File: src/hw/rtl/protobuf_wire_tokenizer_unit_macros.svh
// Assertion macros for the protobuf wire tokenizer unit.
`ifndef PROTOBUF_WIRE_TOKENIZER_UNIT_MACROS_SVH
`define PROTOBUF_WIRE_TOKENIZER_UNIT_MACROS_SVH

// Property must hold on every rising clock edge out of reset.
`define PWT_ASSERT_PROP(lbl, prop, msg) \
  lbl: assert property (@(posedge clk_i) disable iff (!rst_ni) (prop)) else $error(msg);

// Condition must never be seen on a rising clock edge out of reset.
`define PWT_ASSERT_NEVER(lbl, cond, msg) \
  lbl: assert property (@(posedge clk_i) disable iff (!rst_ni) !(cond)) else $error(msg);

`endif

File: src/hw/rtl/pwt_pkg.sv
// Shared constants and types of the protobuf wire tokenizer unit.
`timescale 1ns / 1ps

package pwt_pkg;

  localparam int unsigned MAX_MESSAGE_BYTES = 65536;
  localparam int unsigned POS_W = $clog2(MAX_MESSAGE_BYTES + 1);

  localparam int unsigned QUEUE_DEPTH = 4;
  localparam int unsigned QPTR_W = $clog2(QUEUE_DEPTH);
  localparam int unsigned QCNT_W = $clog2(QUEUE_DEPTH + 1);

  // Token kinds
  localparam logic [2:0] KIND_VARINT  = 3'd0;
  localparam logic [2:0] KIND_FIXED64 = 3'd1;
  localparam logic [2:0] KIND_LEN_HDR = 3'd2;
  localparam logic [2:0] KIND_PAYLOAD = 3'd3;
  localparam logic [2:0] KIND_FIXED32 = 3'd4;
  localparam logic [2:0] KIND_END     = 3'd5;

  // End-of-message status codes
  localparam logic [2:0] ST_OK        = 3'd0;
  localparam logic [2:0] ST_TRUNCATED = 3'd1;
  localparam logic [2:0] ST_BAD_WIRE  = 3'd2;
  localparam logic [2:0] ST_TOO_LONG  = 3'd3;
  localparam logic [2:0] ST_OVERRUN   = 3'd4;

  // Wire types
  localparam logic [2:0] WT_VARINT  = 3'd0;
  localparam logic [2:0] WT_FIXED64 = 3'd1;
  localparam logic [2:0] WT_LEN     = 3'd2;
  localparam logic [2:0] WT_FIXED32 = 3'd5;

  // Everything one input byte produces: an optional data token, an optional end token.
  typedef struct packed {
    logic        has_data;
    logic [2:0]  kind;
    logic [31:0] field;
    logic [2:0]  wtype;
    logic [63:0] value;
    logic        has_end;
    logic [2:0]  status;
  } tok_entry_t;

endpackage

File: src/hw/rtl/pwt_front.sv
// Front end: parses one byte per cycle while the queue has room and queues the tokens it yields.
`timescale 1ns / 1ps

module pwt_front (
  input  logic                clk_i,
  input  logic                rst_ni,
  input  logic                in_valid_i,
  input  logic [7:0]          byte_in_i,
  input  logic                last_byte_i,
  input  logic                q_full_i,
  output logic                in_ready_o,
  output logic                push_o,
  output pwt_pkg::tok_entry_t entry_o
);

  typedef enum logic [2:0] {
    PH_KEY, PH_VARINT, PH_FIX64, PH_LEN, PH_PAYLOAD, PH_FIX32, PH_SKIP
  } phase_e;

  localparam logic [pwt_pkg::POS_W-1:0] MaxPos = pwt_pkg::POS_W'(pwt_pkg::MAX_MESSAGE_BYTES);

  phase_e                     phase_q, phase_d;
  logic [63:0]                acc_q, acc_d;
  logic [3:0]                 cnt_q, cnt_d;
  logic [31:0]                field_q, field_d;
  logic [2:0]                 wtype_q, wtype_d;
  logic [pwt_pkg::POS_W-1:0]  left_q, left_d;
  logic [pwt_pkg::POS_W-1:0]  pos_q, pos_d;
  logic [2:0]                 err_q, err_d;

  logic                       accept;
  logic                       ovf;
  logic [5:0]                 shamt7;
  logic [63:0]                acc_var, acc_fix;
  logic [3:0]                 cnt_inc;
  logic                       vdone, vlong;
  logic [pwt_pkg::POS_W-1:0]  pos_inc, room;
  logic                       len_big;
  logic [2:0]                 end_st;
  pwt_pkg::tok_entry_t        entry;

  assign in_ready_o = !q_full_i;
  assign accept     = in_valid_i && in_ready_o;

  always_comb begin
    phase_d = phase_q;
    acc_d   = acc_q;
    cnt_d   = cnt_q;
    field_d = field_q;
    wtype_d = wtype_q;
    left_d  = left_q;
    pos_d   = pos_q;
    err_d   = err_q;
    entry   = '0;
    end_st  = pwt_pkg::ST_OK;

    // 7 * count, wrapped to a 64-bit shift
    shamt7  = 6'(({3'b000, cnt_q} << 3) - {3'b000, cnt_q});
    acc_var = acc_q | ({57'd0, byte_in_i[6:0]} << shamt7);
    acc_fix = acc_q | ({56'd0, byte_in_i} << {cnt_q[2:0], 3'b000});
    cnt_inc = cnt_q + 4'd1;
    vdone   = !byte_in_i[7];
    vlong   = byte_in_i[7] && (cnt_inc >= 4'd10);
    pos_inc = pos_q + 1'b1;
    room    = MaxPos - pos_inc;
    len_big = (acc_var[63:pwt_pkg::POS_W] != '0) || (acc_var[pwt_pkg::POS_W-1:0] > room);
    ovf     = (phase_q != PH_SKIP) && (pos_q >= MaxPos);

    if (accept) begin
      if (ovf) begin
        err_d   = pwt_pkg::ST_OVERRUN;
        phase_d = PH_SKIP;
      end else if (phase_q != PH_SKIP) begin
        pos_d = pos_inc;
      end

      if (!ovf) begin
        case (phase_q)
          PH_KEY: begin
            if (vlong) begin
              err_d   = pwt_pkg::ST_TOO_LONG;
              phase_d = PH_SKIP;
            end else if (vdone) begin
              field_d = acc_var[34:3];
              wtype_d = acc_var[2:0];
              acc_d   = '0;
              cnt_d   = '0;
              case (acc_var[2:0])
                pwt_pkg::WT_VARINT:  phase_d = PH_VARINT;
                pwt_pkg::WT_FIXED64: phase_d = PH_FIX64;
                pwt_pkg::WT_LEN:     phase_d = PH_LEN;
                pwt_pkg::WT_FIXED32: phase_d = PH_FIX32;
                default: begin
                  err_d   = pwt_pkg::ST_BAD_WIRE;
                  phase_d = PH_SKIP;
                end
              endcase
            end else begin
              acc_d = acc_var;
              cnt_d = cnt_inc;
            end
          end
          PH_VARINT: begin
            if (vlong) begin
              err_d   = pwt_pkg::ST_TOO_LONG;
              phase_d = PH_SKIP;
            end else if (vdone) begin
              entry.has_data = 1'b1;
              entry.kind     = pwt_pkg::KIND_VARINT;
              entry.value    = acc_var;
              acc_d          = '0;
              cnt_d          = '0;
              phase_d        = PH_KEY;
            end else begin
              acc_d = acc_var;
              cnt_d = cnt_inc;
            end
          end
          PH_LEN: begin
            if (vlong) begin
              err_d   = pwt_pkg::ST_TOO_LONG;
              phase_d = PH_SKIP;
            end else if (vdone) begin
              acc_d = '0;
              cnt_d = '0;
              if (len_big) begin
                err_d   = pwt_pkg::ST_OVERRUN;
                phase_d = PH_SKIP;
              end else begin
                entry.has_data = 1'b1;
                entry.kind     = pwt_pkg::KIND_LEN_HDR;
                entry.value    = acc_var;
                left_d         = acc_var[pwt_pkg::POS_W-1:0];
                phase_d        = (acc_var == '0) ? PH_KEY : PH_PAYLOAD;
              end
            end else begin
              acc_d = acc_var;
              cnt_d = cnt_inc;
            end
          end
          PH_PAYLOAD: begin
            entry.has_data = 1'b1;
            entry.kind     = pwt_pkg::KIND_PAYLOAD;
            entry.value    = {56'd0, byte_in_i};
            left_d         = left_q - 1'b1;
            if (left_q <= pwt_pkg::POS_W'(1)) begin
              left_d  = '0;
              phase_d = PH_KEY;
            end
          end
          PH_FIX64, PH_FIX32: begin
            acc_d = acc_fix;
            cnt_d = cnt_inc;
            if (cnt_inc >= ((phase_q == PH_FIX64) ? 4'd8 : 4'd4)) begin
              entry.has_data = 1'b1;
              entry.kind     = (phase_q == PH_FIX64) ? pwt_pkg::KIND_FIXED64
                                                     : pwt_pkg::KIND_FIXED32;
              entry.value    = acc_fix;
              acc_d          = '0;
              cnt_d          = '0;
              phase_d        = PH_KEY;
            end
          end
          default: ;
        endcase
      end

      entry.field = field_q;
      entry.wtype = wtype_q;

      if (last_byte_i) begin
        if (err_d != pwt_pkg::ST_OK) begin
          end_st = err_d;
        end else if (phase_d == PH_PAYLOAD) begin
          end_st = pwt_pkg::ST_OVERRUN;
        end else if (phase_d == PH_KEY && cnt_d == '0) begin
          end_st = pwt_pkg::ST_OK;
        end else begin
          end_st = pwt_pkg::ST_TRUNCATED;
        end
        entry.has_end = 1'b1;
        entry.status  = end_st;
        phase_d = PH_KEY;
        acc_d   = '0;
        cnt_d   = '0;
        field_d = '0;
        wtype_d = '0;
        left_d  = '0;
        pos_d   = '0;
        err_d   = pwt_pkg::ST_OK;
      end
    end
  end

  assign push_o  = accept && (entry.has_data || entry.has_end);
  assign entry_o = entry;

  always_ff @(posedge clk_i or negedge rst_ni) begin
    if (!rst_ni) begin
      phase_q <= PH_KEY;
      acc_q   <= '0;
      cnt_q   <= '0;
      field_q <= '0;
      wtype_q <= '0;
      left_q  <= '0;
      pos_q   <= '0;
      err_q   <= pwt_pkg::ST_OK;
    end else begin
      phase_q <= phase_d;
      acc_q   <= acc_d;
      cnt_q   <= cnt_d;
      field_q <= field_d;
      wtype_q <= wtype_d;
      left_q  <= left_d;
      pos_q   <= pos_d;
      err_q   <= err_d;
    end
  end

endmodule

File: src/hw/rtl/pwt_queue.sv
// Short token queue between the parser and the output stage.
`timescale 1ns / 1ps

module pwt_queue (
  input  logic                clk_i,
  input  logic                rst_ni,
  input  logic                push_i,
  input  pwt_pkg::tok_entry_t entry_i,
  input  logic                pop_i,
  output logic                full_o,
  output logic                valid_o,
  output pwt_pkg::tok_entry_t entry_o
);

  pwt_pkg::tok_entry_t         slots_q [pwt_pkg::QUEUE_DEPTH];
  logic [pwt_pkg::QPTR_W-1:0]  wr_q, rd_q;
  logic [pwt_pkg::QCNT_W-1:0]  cnt_q;

  assign full_o  = (cnt_q == pwt_pkg::QCNT_W'(pwt_pkg::QUEUE_DEPTH));
  assign valid_o = (cnt_q != '0);
  assign entry_o = slots_q[rd_q];

  always_ff @(posedge clk_i) begin
    if (push_i) begin
      slots_q[wr_q] <= entry_i;
    end
  end

  always_ff @(posedge clk_i or negedge rst_ni) begin
    if (!rst_ni) begin
      wr_q  <= '0;
      rd_q  <= '0;
      cnt_q <= '0;
    end else begin
      if (push_i) begin
        wr_q <= wr_q + 1'b1;
      end
      if (pop_i) begin
        rd_q <= rd_q + 1'b1;
      end
      if (push_i && !pop_i) begin
        cnt_q <= cnt_q + 1'b1;
      end else if (pop_i && !push_i) begin
        cnt_q <= cnt_q - 1'b1;
      end
    end
  end

endmodule

File: src/hw/rtl/pwt_back.sv
// Output stage: splits queued entries into single tokens on a registered port.
`timescale 1ns / 1ps

module pwt_back (
  input  logic                clk_i,
  input  logic                rst_ni,
  input  logic                q_valid_i,
  input  pwt_pkg::tok_entry_t q_entry_i,
  output logic                pop_o,
  output logic                out_valid_o,
  input  logic                out_ready_i,
  output logic [2:0]          token_kind_o,
  output logic [31:0]         field_id_o,
  output logic [2:0]          wire_code_o,
  output logic [63:0]         value_o,
  output logic [2:0]          status_o,
  output logic                last_result_o
);

  logic        valid_q;
  logic        pend_end_q;
  logic [2:0]  pend_st_q;
  logic [2:0]  kind_q;
  logic [31:0] field_q;
  logic [2:0]  wtype_q;
  logic [63:0] value_q;
  logic [2:0]  status_q;
  logic        last_q;
  logic        load;

  assign load  = !valid_q || out_ready_i;
  assign pop_o = load && !pend_end_q && q_valid_i;

  always_ff @(posedge clk_i or negedge rst_ni) begin
    if (!rst_ni) begin
      valid_q    <= 1'b0;
      pend_end_q <= 1'b0;
    end else if (load) begin
      if (pend_end_q) begin
        valid_q    <= 1'b1;
        pend_end_q <= 1'b0;
      end else if (q_valid_i) begin
        valid_q    <= 1'b1;
        pend_end_q <= q_entry_i.has_data && q_entry_i.has_end;
      end else begin
        valid_q <= 1'b0;
      end
    end
  end

  always_ff @(posedge clk_i) begin
    if (load) begin
      if (pend_end_q || (q_valid_i && !q_entry_i.has_data)) begin
        kind_q   <= pwt_pkg::KIND_END;
        field_q  <= '0;
        wtype_q  <= '0;
        value_q  <= '0;
        status_q <= pend_end_q ? pend_st_q : q_entry_i.status;
        last_q   <= 1'b1;
      end else begin
        kind_q   <= q_entry_i.kind;
        field_q  <= q_entry_i.field;
        wtype_q  <= q_entry_i.wtype;
        value_q  <= q_entry_i.value;
        status_q <= pwt_pkg::ST_OK;
        last_q   <= 1'b0;
      end
      if (pop_o) begin
        pend_st_q <= q_entry_i.status;
      end
    end
  end

  assign out_valid_o    = valid_q;
  assign token_kind_o   = kind_q;
  assign field_id_o     = field_q;
  assign wire_code_o    = wtype_q;
  assign value_o        = value_q;
  assign status_o       = status_q;
  assign last_result_o  = last_q;

endmodule

File: src/hw/rtl/protobuf_wire_tokenizer_unit.sv
// Protobuf wire-format tokenizer: one message byte in, field tokens out.
// Path: a completed token is written into the queue, then loaded into the output register.
// Throughput: one byte per cycle while the token queue has room; the final byte may owe
//   two tokens, which leave one after the other through the single output register.
// Reset: rst_ni is asynchronous, active low; clears parser state, queue and output valid.
`timescale 1ns / 1ps

`include "protobuf_wire_tokenizer_unit_macros.svh"

module protobuf_wire_tokenizer_unit (
  input  logic        clk_i,
  input  logic        rst_ni,
  // byte input
  input  logic        in_valid_i,
  output logic        in_ready_o,
  input  logic [7:0]  byte_in_i,
  input  logic        last_byte_i,
  // token output
  output logic        out_valid_o,
  input  logic        out_ready_i,
  output logic [2:0]  token_kind_o,
  output logic [31:0] field_id_o,
  output logic [2:0]  wire_code_o,
  output logic [63:0] value_o,
  output logic [2:0]  status_o,
  output logic        last_result_o
);

  // Parser to queue
  logic                q_push;
  logic                q_full;
  pwt_pkg::tok_entry_t q_in_entry;

  // Queue to output stage
  logic                q_valid;
  logic                q_pop;
  pwt_pkg::tok_entry_t q_out_entry;

  // Front end: track the parse phase, build varints and fixed words, and
  // classify each byte into at most one data token plus the end token.
  // Ready depends only on queue room, so the parser waits on the output only through a full queue.
  pwt_front u_front (
    .clk_i       (clk_i),
    .rst_ni      (rst_ni),
    .in_valid_i  (in_valid_i),
    .byte_in_i   (byte_in_i),
    .last_byte_i (last_byte_i),
    .q_full_i    (q_full),
    .in_ready_o  (in_ready_o),
    .push_o      (q_push),
    .entry_o     (q_in_entry)
  );

  // Decouple parser and output: absorb the extra output slot an end token costs.
  pwt_queue u_queue (
    .clk_i   (clk_i),
    .rst_ni  (rst_ni),
    .push_i  (q_push),
    .entry_i (q_in_entry),
    .pop_i   (q_pop),
    .full_o  (q_full),
    .valid_o (q_valid),
    .entry_o (q_out_entry)
  );

  // Back end: drain entries one token at a time into the output register; an entry holding
  // both a data token and the end token is popped with its data token, the end token held pending.
  pwt_back u_back (
    .clk_i         (clk_i),
    .rst_ni        (rst_ni),
    .q_valid_i     (q_valid),
    .q_entry_i     (q_out_entry),
    .pop_o         (q_pop),
    .out_valid_o   (out_valid_o),
    .out_ready_i   (out_ready_i),
    .token_kind_o  (token_kind_o),
    .field_id_o    (field_id_o),
    .wire_code_o   (wire_code_o),
    .value_o       (value_o),
    .status_o      (status_o),
    .last_result_o (last_result_o)
  );

  // A full queue must hold off the parser.
  `PWT_ASSERT_NEVER(a_no_push_when_full, q_push && q_full, "token queue overflow")

  // The final byte of a message always queues its end token.
  `PWT_ASSERT_PROP(a_last_byte_queues_end, (in_valid_i && in_ready_o && last_byte_i) |-> (q_push && q_in_entry.has_end), "final byte queued no end token")

  // Data tokens carry an OK status and never the end kind.
  `PWT_ASSERT_PROP(a_data_token_clean, (out_valid_o && !last_result_o) |-> (status_o == pwt_pkg::ST_OK && token_kind_o != pwt_pkg::KIND_END), "data token with end kind or error status")

endmodule

File: config.mk
export PLATFORM = sky130hd
export DESIGN_NAME = protobuf_wire_tokenizer_unit
export DESIGN_NICKNAME = d
export VERILOG_FILES = /design/src/hw/rtl/pwt_pkg.sv /design/src/hw/rtl/pwt_front.sv /design/src/hw/rtl/pwt_queue.sv /design/src/hw/rtl/pwt_back.sv /design/src/hw/rtl/protobuf_wire_tokenizer_unit.sv
export VERILOG_INCLUDE_DIRS = /design/src /design/src/hw/rtl
export SDC_FILE = /design/constraint.sdc
export NUM_CORES = 1
export LEC_CHECK = 0
export BUFFER_PORTS_ARGS = -buffer_cell sky130_fd_sc_hd__buf_2
export CORE_UTILIZATION = 26
export DETAILED_ROUTE_END_ITERATION = 10
export HOLD_SLACK_MARGIN = 0.03
export SETUP_SLACK_MARGIN = 0.2
export SYNTH_ARGS = -nofsm -noshare
export SYNTH_HDL_FRONTEND = slang
export SYNTH_SLANG_ARGS = --single-unit
File: constraint.sdc
create_clock -name clk_i -period 8.5 [get_ports clk_i]
set_clock_uncertainty 0.15 [all_clocks]
set_input_delay 0.425 -clock clk_i [delete_from_list [all_inputs] [get_ports clk_i]]
set_output_delay 0.425 -clock clk_i [all_outputs]
set_load 0.005 [all_outputs]
Yosys cells after proc, flatten, opt, wreduce, memory -nomap -nowiden
Memory sizes are Yosys's and may differ from the RTL's.
Index checks and enable logic that the tools add are counted.
{"block": "word_totals", "ff_bits": 261, "ram_bits": 428, "inputBits": 13, "out_inout_bits": 108, "word_cells": 193, "mem_count": 1}
{"memory": "u_queue.slots_q", "words": 4, "width": 107, "rd": 1, "rd_clocked_by_memory_dff": 0, "write_ports": 1, "line": "pwt_queue.sv:15", "source": "pwt_pkg::tok_entry_t slots_q [pwt_pkg::QUEUE_DEPTH];"}
{"block": "op_classes", "add_sub_neg": 9, "order_cmp": 5, "n_eq_ne": 18, "shifts": 2, "muxes": 94, "bitwise": 2, "reduce_logical": 42}
{"op": "$mux 64", "count": 12}
{"op": "$pmux 64 s4", "count": 1}
{"op": "$mux 32", "count": 5}
{"op": "$mux 17", "count": 9}
{"op": "$or 64x64->64", "count": 2}
{"op": "$pmux 64 s2", "count": 1}
{"op": "$mux 3", "count": 36}
{"op": "$mux 107", "count": 1}
{"op": "$logic_not 64->1", "count": 1}
{"op": "$shl 7x6->64", "count": 1}
{"op": "$shl 8x6->64", "count": 1}
{"op": "$mux 4", "count": 15}
{"op": "$reduce_bool 47->1", "count": 1}
{"op": "$pmux 17 s2", "count": 1}
{"op": "$add 17x1->17 const B", "count": 1}
{"op": "$ge 17x17->1 const B", "count": 1}
{"op": "$gt 17x17->1", "count": 1}
{"op": "$le 17x1->1 const B", "count": 1}
{"op": "$sub 17x1->17 const B", "count": 1}
{"op": "$sub 17x17->17 const A", "count": 1}
{"op": "$pmux 4 s4", "count": 1}
{"op": "$eq 3x3->1 const B", "count": 5}
{"op": "$ne 3x3->1 const B", "count": 5}
{"op": "$pmux 3 s5", "count": 1}
{"op": "other kinds (30)", "count": 67}

Depth between registers and ports, before layout
Gate-level depths: netlist (run 1).
{"block": "logic_depth", "depth_word": 24, "depth_mapped": 29}

Cells and area by module
A second synthesis (run 1) with hierarchy kept.
{"block": "unflattened", "hier_cells": 2381, "hier_area_um2": 32307.2}
{"module": "pwt_queue", "n_inst": 1, "cells_each": 593, "area_each_um2": 15801.4}
{"module": "pwt_front", "n_inst": 1, "cells_each": 1536, "area_each_um2": 11951.5}
{"module": "pwt_back", "n_inst": 1, "cells_each": 252, "area_each_um2": 4554.4}

Worst setup path after synthesis (run 1)
Ideal clock, no wire load.
{"block": "synth_timing", "path_type": "flip-flop to flip-flop", "startpoint": "register u_front.cnt_q[0]", "endpoint": "memory u_queue.slots_q[0][0] (netlist name), enable pin", "t_arrival_ns": 7.136, "slack_ns": 0.736, "stages_incl_launch_ff": 25, "path_buffers": 5, "synth_period_minus_slack_ns": 7.764, "cell_sequence": "dfrtp_1 -> buf_6 -> buf_6 -> inv_2 -> buf_6 -> ha_1 -> buf_6 -> buf_4 -> nor3b_1 -> a32oi_1 -> a221o_1 -> o21ai_0 -> a21oi_1 -> inv_1 -> ha_1 -> and3_1 -> nand4_1 -> a21oi_1 -> o31ai_1 -> o2bb2ai_1 -> and4_1 -> nand4_4 -> a21o_1 -> a22oi_4 -> and2_1"}
{"block": "synth_via", "elab_chain_cells": 15, "word_cells_on_any_way": 22}
{"element": "start: declaration", "line": "pwt_front.sv:24", "source": "logic [3:0] cnt_q, cnt_d;"}
{"element": "start signal: assignment", "line": "pwt_front.sv:211", "source": "cnt_q <= cnt_d;"}
{"element": "$sub 6x4->6", "line": "pwt_front.sv:58", "source": "shamt7 = 6'(({3'b000, cnt_q} << 3) - {3'b000, cnt_q});"}
{"element": "$shl 7x6->64", "line": "pwt_front.sv:59", "source": "acc_var = acc_q | ({57'd0, byte_in_i[6:0]} << shamt7);"}
{"element": "$or 64x64->64", "line": "pwt_front.sv:59"}
{"element": "$gt 17x17->1 / $reduce_bool 47->1 (equally long branches)", "line": "pwt_front.sv:66", "source": "len_big = (acc_var[63:pwt_pkg::POS_W] != '0) || (acc_var[pwt_pkg::POS_W-1:0] > room);"}
{"element": "$logic_or 1x1->1", "line": "pwt_front.sv:66"}
{"element": "$mux 4", "line": "pwt_front.sv:126", "source": "if (len_big) begin"}
{"element": "$mux 4", "line": "pwt_front.sv:123", "source": "end else if (vdone) begin"}
{"element": "$mux 4", "line": "pwt_front.sv:120", "source": "if (vlong) begin"}
{"element": "$pmux 4 s4 *", "line": "pwt_front.sv:78", "source": "case (phase_q)"}
{"element": "$mux 4 *", "line": "pwt_front.sv:77", "source": "if (!ovf) begin"}
{"element": "$mux 107 *", "line": "pwt_front.sv:69", "source": "if (accept) begin"}
{"element": "$logic_or 1x1->1 *", "line": "pwt_front.sv:195", "source": "assign push_o = accept && (entry.has_data || entry.has_end);"}
{"element": "$logic_and 1x1->1 *", "line": "pwt_front.sv:195"}
{"element": "via q_push", "line": "protobuf_wire_tokenizer_unit.sv:30", "source": "logic q_push;"}
{"element": "$mux 1 *", "line": "pwt_queue.sv:24", "source": "if (push_i) begin"}
{"element": "$mux 1 (not written as such) *", "line": "pwt_queue.sv:25", "source": "slots_q[wr_q] <= entry_i;"}
{"element": "end: declaration", "line": "pwt_queue.sv:15"}
The timed path passes the listed nets; every way through them passes the cells marked *.

Worst setup path in the final report (run 1)
{"block": "layout_timing", "startpoint": "register u_front.cnt_q[0]", "endpoint": "memory u_queue.slots_q[0][38] (netlist name), enable pin"}
Same word-level chain as after synthesis.

==> impl_metrics.env, run 1 <==
export IMPL_htree_levels=3
export IMPL_drc=0
export IMPL_synth_seq_cells=689
export IMPL_synthToLayoutAreaGrowth_pct=15.7
export IMPL_tightest_slew_ps=1240
export IMPL_p_sw_mw=4.85
export IMPL_worstPathCellList="inv_2 > ha_1 > nor2b_1 > nor3b_1 > a21oi_1 > o21ai_0 > a21oi_1 > buf_4 > inv_1 > ha_1 > and3_1 > nand4_1 > a21oi_1 > o31ai_1 > o2bb2ai_1 > and4_1 > nand4_4 > a21o_1 > a22oi_4 > and2_4 > buf_4"
export IMPL_numPlacedInstances=3940
export IMPL_ys_types=95
export IMPL_relSlewSlack_pct=16.3
export IMPL_dr_total_vias=20759
export IMPL_cts_tree="yes"
export IMPL_antenna_found_initial=8
export IMPL_ant_nets=0
export IMPL_slowest_delay_ps=1030
export IMPL_synth_area_top_cells="edfxtp_1 (51%), dfrtp_1 (12%), mux4_2 (7.8%)"
export IMPL_cts_resized=0
export IMPL_dieArea_um2=123000
export IMPL_netlist_area_um2=31600
export IMPL_hold_depth=3
export IMPL_comb_power_share_pct=37.9
export IMPL_clkTransAtPathRegs_ps=70
export IMPL_seq_power_share_pct=37.0
export IMPL_setup_viol=0
export IMPL_start_util_pct=26.3
export IMPL_grt_pass1_wl_um=133000
export IMPL_fin_crit_ps=7230
export IMPL_grt_pass1_vias=20479
export IMPL_hold_ws_ps=206
export IMPL_fin_nets=2450
export IMPL_coreArea_um2=120000
export IMPL_wl_per_cell_um=21.8
export IMPL_total_power_mw=12.9
export IMPL_synth_top_area_share_pct=51.0
export IMPL_synth_xor_area_share_pct=1.27
export IMPL_fillers=11992
export IMPL_outcome="finished clean"
export IMPL_clock_sinks=689
export IMPL_cp_max_fo=30
export IMPL_p_per_area_nw_per_um2=353
export IMPL_rows=127
export IMPL_power_internal_mw=8.08
export IMPL_synth_fa_ha_area_share_pct=1.29
export IMPL_cts_root_buffer="clkbuf_16"
export IMPL_syn_avg_cell_area_um2=13.6
export IMPL_grt_overflow=0
export IMPL_p_leak_nw=12.8
export IMPL_crit_arrival_ps=7380
export IMPL_worst_setup_path_start_kind="flop"
export IMPL_synthesis_nets=2363
export IMPL_dp_hpwl_um=59000
export IMPL_path_class="flop to flop"
export IMPL_vdd_drop_max_mv=0.222
export IMPL_max_cap_violations=0
export IMPL_seq_area_um2=19900
export IMPL_final_util_pct=30.4
export IMPL_stdcell_count=4080
export IMPL_cts_buffers=73
export IMPL_final_hold_violation_count=0
export IMPL_max_freq_mhz=138
export IMPL_switching_share_pct=37.5
export IMPL_synth_edf_count=537
export IMPL_crit_path_top_delay_cell="o21ai_0"
export IMPL_crit_top_cell="a21oi_1"
export IMPL_critPathCaptureType="flop"
export IMPL_synth_compound_area_share_pct=13.2
export IMPL_ys_dominant_reg_cell="edfxtp_1"
export IMPL_die_h_um=351
export IMPL_place_gp_congestion=0.959
export IMPL_yosysWarnings=0
export IMPL_synth_top_family_by_area="compound AO/OA/AOI/OAI gates"
export IMPL_worstHoldPathType="primary input to flop"
export IMPL_rsz0062_at_grt="false"
export IMPL_grt_max_degree=91
export IMPL_postCtsSetupBuffers=0
export IMPL_multi_input_area_um2=10800
export IMPL_synthArstFlopShare_pct=22.1
export IMPL_setup_tns_ps=0
export IMPL_yosysTopAreaCell="edfxtp_1"
export IMPL_dr_first_iter_drc_count=2724
export IMPL_min_period_over_period_pct=85.1
export IMPL_holdBufCountCts=2
export IMPL_drive_gt1_share_pct=18.9
export IMPL_ios=121
export IMPL_die_w_um=351
export IMPL_viasPerCell=5.09
export IMPL_pwr_share_clk_pct=25.1
export IMPL_required_ps=8650
export IMPL_wirelength_um=89000
export IMPL_netlist_instances=2318
export IMPL_ys_seq_area_share_pct=63.0
export IMPL_max_clock_path_buffers=3
export IMPL_clk_latency_ps=630
export IMPL_port_buffers=120
export IMPL_grtUsageTotal_pct=14.2
export IMPL_reg2regPathDepth=21
export IMPL_yosys_area_share_simple_pct=9.61
export IMPL_drt_pass1_iter_count=8
export IMPL_synthMuxAreaShare_pct=8.73
export IMPL_slew_violations=0
cells in the final DEF, fill, tap and decap left out, types with 76 or more instances in the layout:
master | synthesis | routed
nor2b_1 | 116 | 116
dfrtp_1 | 152 | 149
o21ai_0 | 96 | 95
clkbuf_16 | 0 | 76
nor2_1 | 151 | 151
a21oi_1 | 141 | 141
o22ai_1 | 81 | 81
mux4_2 | 110 | 110
nand2_1 | 118 | 117
buf_2 | 15 | 119
edfxtp_1 | 537 | 537
power groups by stage:
stage               Sequential (mW)  Combinational [mW]  Clock, mW
floorplan                      4.67                3.27          0
global placement               4.85                4.86          0
detailed placement             4.85                4.86          0
CTS                            4.79                4.88       3.31
global route                   4.86                5.27       3.42
finish                         4.78                4.90       3.24
path summary, 6_finish.rpt:
check	slack, ps	to	from
setup / recovery	1270	u_queue.slots_q[0][38]$_DFFE_PP_	u_front.cnt_q[0]$_DFFE_PN0P_
hold / removal	210	u_front.acc_q[7]$_DFFE_PN0P_	byte_in_i[7]
setup reg to reg	1270	u_queue.slots_q[0][38]$_DFFE_PP_	u_front.cnt_q[0]$_DFFE_PN0P_
hold reg to reg	320	u_front.field_q[29]$_DFFE_PN0P_	u_front.field_q[29]$_DFFE_PN0P_
max in group asynchronous	6230	u_queue.rd_q[0]$_DFFE_PN0P_	rst_ni
min in group asynchronous	350	u_front.cnt_q[1]$_DFFE_PN0P_	rst_ni
synthesized netlist by cell type (50+ instances only):
cell type and number:
and3_1 50, o21ai_0 96, mux4_2 110, o22ai_1 81, nor2b_1 116, nand2_1 118, edfxtp_1 537, clkbuf_1 128
a21oi_1 141, nor2_1 151, dfrtp_1 152, a22o_1 67
final cells by class:
class,count,share of cell area (%)
Clock inverter,44,1.22
Sequential cell,689,54.5
Multi-Input combinational cell,1412,29.6
Timing Repair Buffer,183,3.27
Tap cell,1612,5.51
Antenna cell,3,0.0205
Inverter,46,0.479
Clock buffer,91,5.43
worst max-delay path: cells and delay by family (launching register included):
kind,cells,cell delay [ps]
simple gates,7,2150
flops,1,420
buf+inv,4,890
fa+ha+maj,2,860
compound gates,8,2380
per-layer routing:
metal,up-vias,part of all wire [%],global-route usage (%)
li1,9221,-,-
met5,-,0.046,0
met2,893,47,22.3
met1,10489,43,19.6
met3,150,7.6,2.80
met4,6,2.6,4.19
flip-flops by register name, summed over array words and instances (netlist names):
| signal | count |
|---|---|
| u_front.cnt_q | 4 |
| u_queue.slots_q | 428 |
| u_back.pend_st_q | 3 |
| u_front.err_q | 3 |
| u_front.wtype_q | 3 |
| u_back.status_o | 3 |
| u_back.last_result_o | 1 |
| u_front.phase_q | 3 |
| u_front.pos_q | 17 |
| u_queue.wr_q | 2 |
| u_queue.rd_q | 2 |
| u_back.pend_end_q | 1 |
| u_back.out_valid_o | 1 |
| u_front.left_q | 17 |
| u_front.acc_q | 64 |
| u_back.wire_code_o | 3 |
| u_back.token_kind_o | 3 |
| u_back.value_o | 64 |
| u_queue.cnt_q | 3 |
| u_front.field_q | 32 |
| u_back.field_id_o | 32 |
cells by family after synthesis:
logic type | Yosys count
AND/OR/NAND/NOR | 589
multiplexers | 135
flip-flops | 689
adder cells (fa/ha/maj) | 32
XOR/XNOR | 45
AO/OA/AOI/OAI | 611
buffers and inverters | 217
through the flow:
| step | setup WS, ps | cell area, µm² |
|---|---|---|
| after global placement | 1650 | 34100 |
| after detailed placement | 1480 | 34100 |
| after floorplan | 736 | 31600 |
| after CTS | 1440 | 36600 |
| after global routing | 832 | 36600 |
| final | 1270 | 36600 |
Note: power is estimated with default switching activity, not from simulation.
==> inputs of run 2 (changes only) <==
--- a/config.mk
+++ b/config.mk
@@ -7,9 +7,11 @@
 export NUM_CORES = 1
 export LEC_CHECK = 0
 export BUFFER_PORTS_ARGS = -buffer_cell sky130_fd_sc_hd__buf_2
-export CORE_UTILIZATION = 26
+export CORE_UTILIZATION = 50
 export DETAILED_ROUTE_END_ITERATION = 10
 export HOLD_SLACK_MARGIN = 0.03
+export PLACE_DENSITY = 0.67
+export RECOVER_POWER = 50
 export SETUP_SLACK_MARGIN = 0.2
 export SYNTH_ARGS = -nofsm -noshare
 export SYNTH_HDL_FRONTEND = slang
==> constraint.sdc (replaced) <==
create_clock -name clk_i -period 8.6 [get_ports clk_i]
set_clock_uncertainty 0.15 [all_clocks]
set_input_delay 0.43 -clock clk_i [delete_from_list [all_inputs] [get_ports clk_i]]
set_output_delay 0.43 -clock clk_i [all_outputs]
set_load 0.005 [all_outputs]
==> run 2 against run 1 <==
- the run now ends with max-capacitance violations, max-slew violations left
- clock-buffer cell count is 8 higher
- first-iteration DRC count is 1.0% lower
- fmax is 3.1% lower
- cell count is 19% lower
- power is 0.95% lower
- register-to-register slack worse by 130 ps
- via count is 2.4% higher
- worst hold slack worse by 12 ps
- sequential cell count stayed put
- die area is 48% lower
- critical path depth stayed put
- wire length is 2.2% lower
- largest power group unchanged
==> impl_metrics.env, run 2 (synthesis results as in run 1) <==
export IMPL_crit_buf_inv=5
export IMPL_coreArea_um2=62100
export IMPL_worstHoldPathType="primary input to flop"
export IMPL_critPathCaptureType="flop"
export IMPL_drc=0
export IMPL_die_w_um=254
export IMPL_clkTransAtPathRegs_ps=70
export IMPL_viasPerCell=6.42
export IMPL_grt_max_degree=99
export IMPL_start_util_pct=51.0
export IMPL_crit_family="compound AO/OA/AOI/OAI gates"
export IMPL_dr_total_vias=21262
export IMPL_synthToLayoutAreaGrowth_pct=12.3
export IMPL_postCtsSetupBuffers=0
export IMPL_vdd_drop_max_mv=0.290
export IMPL_ant_nets=0
export IMPL_fin_crit_ps=7460
export IMPL_dp_hpwl_um=57000
export IMPL_hold_ws_ps=194
export IMPL_rsz0062_at_grt="false"
export IMPL_slowest_delay_ps=1060
export IMPL_htree_levels=3
export IMPL_drt_pass1_iter_count=6
export IMPL_largest_register_ffs=428
export IMPL_wirelength_um=87000
export IMPL_setup_tns_ps=0
export IMPL_worstPathCellList="inv_2 > ha_1 > buf_4 > nand3b_1 > a21boi_0 > o22ai_1 > a21oi_1 > buf_4 > inv_1 > ha_1 > and3_1 > nand4_1 > a21oi_1 > o31ai_1 > o2bb2ai_1 > and4_1 > nand4_4 > a21o_1 > a22oi_4 > and2_4 > buf_12"
export IMPL_cts_tree="yes"
export IMPL_crit_arrival_ps=7560
export IMPL_drive_gt1_share_pct=15.7
export IMPL_rows=91
export IMPL_clock_sinks=689
export IMPL_violations="max-capacitance violations, max-slew violations"
export IMPL_cts_buffers=74
export IMPL_grt_pass1_vias=20740
export IMPL_max_clock_path_buffers=3
export IMPL_holdBufCountCts=2
export IMPL_tightest_slew_ps=3420
export IMPL_wl_per_cell_um=26.3
export IMPL_die_h_um=254
export IMPL_place_gp_congestion=0.995
export IMPL_fillers=4890
export IMPL_dr_first_iter_drc_count=2696
export IMPL_required_ps=8710
export IMPL_mostFrequentLayoutCells="edfxtp_1 (537), dfrtp_1 (151), nor2_1 (150)"
export IMPL_max_cap_violations=10
export IMPL_ios=121
export IMPL_setup_viol=0
export IMPL_dieArea_um2=64300
export IMPL_relSlewSlack_pct=-128
export IMPL_max_freq_mhz=134
export IMPL_largest_register="u_queue.slots_q"
export IMPL_p_per_area_nw_per_um2=361
export IMPL_total_power_mw=12.8
export IMPL_path_class="flop to flop"
export IMPL_final_hold_violation_count=0
export IMPL_cts_resized=0
export IMPL_cp_max_fo=57
export IMPL_crit_path_top_delay_cell="dfrtp_1"
export IMPL_grt_pass1_wl_um=131000
export IMPL_final_common_cell="edfxtp_1"
export IMPL_final_cell_area_um2=35500
export IMPL_fin_nets=2460
export IMPL_grtUsageTotal_pct=27.2
export IMPL_min_period_over_period_pct=86.7
export IMPL_placedInstanceArea_um2=33200
export IMPL_antenna_found_initial=1
export IMPL_worst_setup_path_start_kind="flop"
export IMPL_slew_violations=509
export IMPL_port_buffers=120
export IMPL_clk_latency_ps=630
export IMPL_outcome="complete, but fails checks"
export IMPL_grt_overflow=0
export IMPL_p_leak_nw=12.5
export IMPL_cts_root_buffer="clkbuf_16"
run 2: cell types whose count changed in the layout (fill, tap and decap cells not counted), sizes merged:
cell and delta:
buf -72, clkinv -10, inv -1, clkbuf +89
diode -2, clkinvlp +1
run 2: metrics by stage:
step                      worst slack, ps  instances  utilization (%)
after global routing                  903       3309             57.2
after detailed placement             1730       3174             53.5
after global placement               1820       3174             53.5
after floorplan                       836       2318                -
after CTS                            1690       3309             57.5
final                                1140       3310             57.2
run 2: where the power goes:
part	switching [mW]	total (mW)	internal, mW
clock network	1.33	3.17	1.84
logic	3.09	4.93	1.85
registers	0.360	4.69	4.33
total	4.78	12.8	8.02
run 2: metal layers:
layer  vias up  GRT usage, %  wire [µm]
met2      1047          41.9      40600
met3       177          5.05       6980
met5         -             0          0
met4         0          10.6       2960
met1     10833          38.6      36500
li1       9205             -          -
run 2: layout make-up:
| class | instances | area (µm²) | area share [%] |
|---|---|---|---|
| Multi-Input combinational cell | 1412 | 10800 | 30.5 |
| Timing Repair Buffer | 192 | 1110 | 3.14 |
| Sequential cell | 689 | 19900 | 56.1 |
| Clock inverter | 34 | 430 | 1.21 |
| Inverter | 46 | 174 | 0.490 |
| Clock buffer | 99 | 2000 | 5.62 |
| Antenna cell | 1 | 2.50 | 0.00705 |
| Tap cell | 837 | 1050 | 2.95 |
run 2: worst paths after layout:
| path | startpoint | to | slack (ps) | cells after the start |
|---|---|---|---|---|
| max reg2reg | u_front.cnt_q[0]$_DFFE_PN0P_ | u_queue.slots_q[3][44]$_DFFE_PP_ | 1140 | 21 |
| min reg2reg | u_front.field_q[23]$_DFFE_PN0P_ | u_front.field_q[23]$_DFFE_PN0P_ | 330 | 2 |
| min | last_byte_i | u_front.left_q[12]$_DFFE_PN0P_ | 190 | 2 |
| min in group asynchronous | rst_ni | u_front.pos_q[7]$_DFFE_PN0P_ | 1080 | 2 |
| max | u_front.cnt_q[0]$_DFFE_PN0P_ | u_queue.slots_q[3][44]$_DFFE_PP_ | 1140 | 21 |
| max in group asynchronous | rst_ni | u_front.acc_q[37]$_DFFE_PN0P_ | 2290 | 4 |
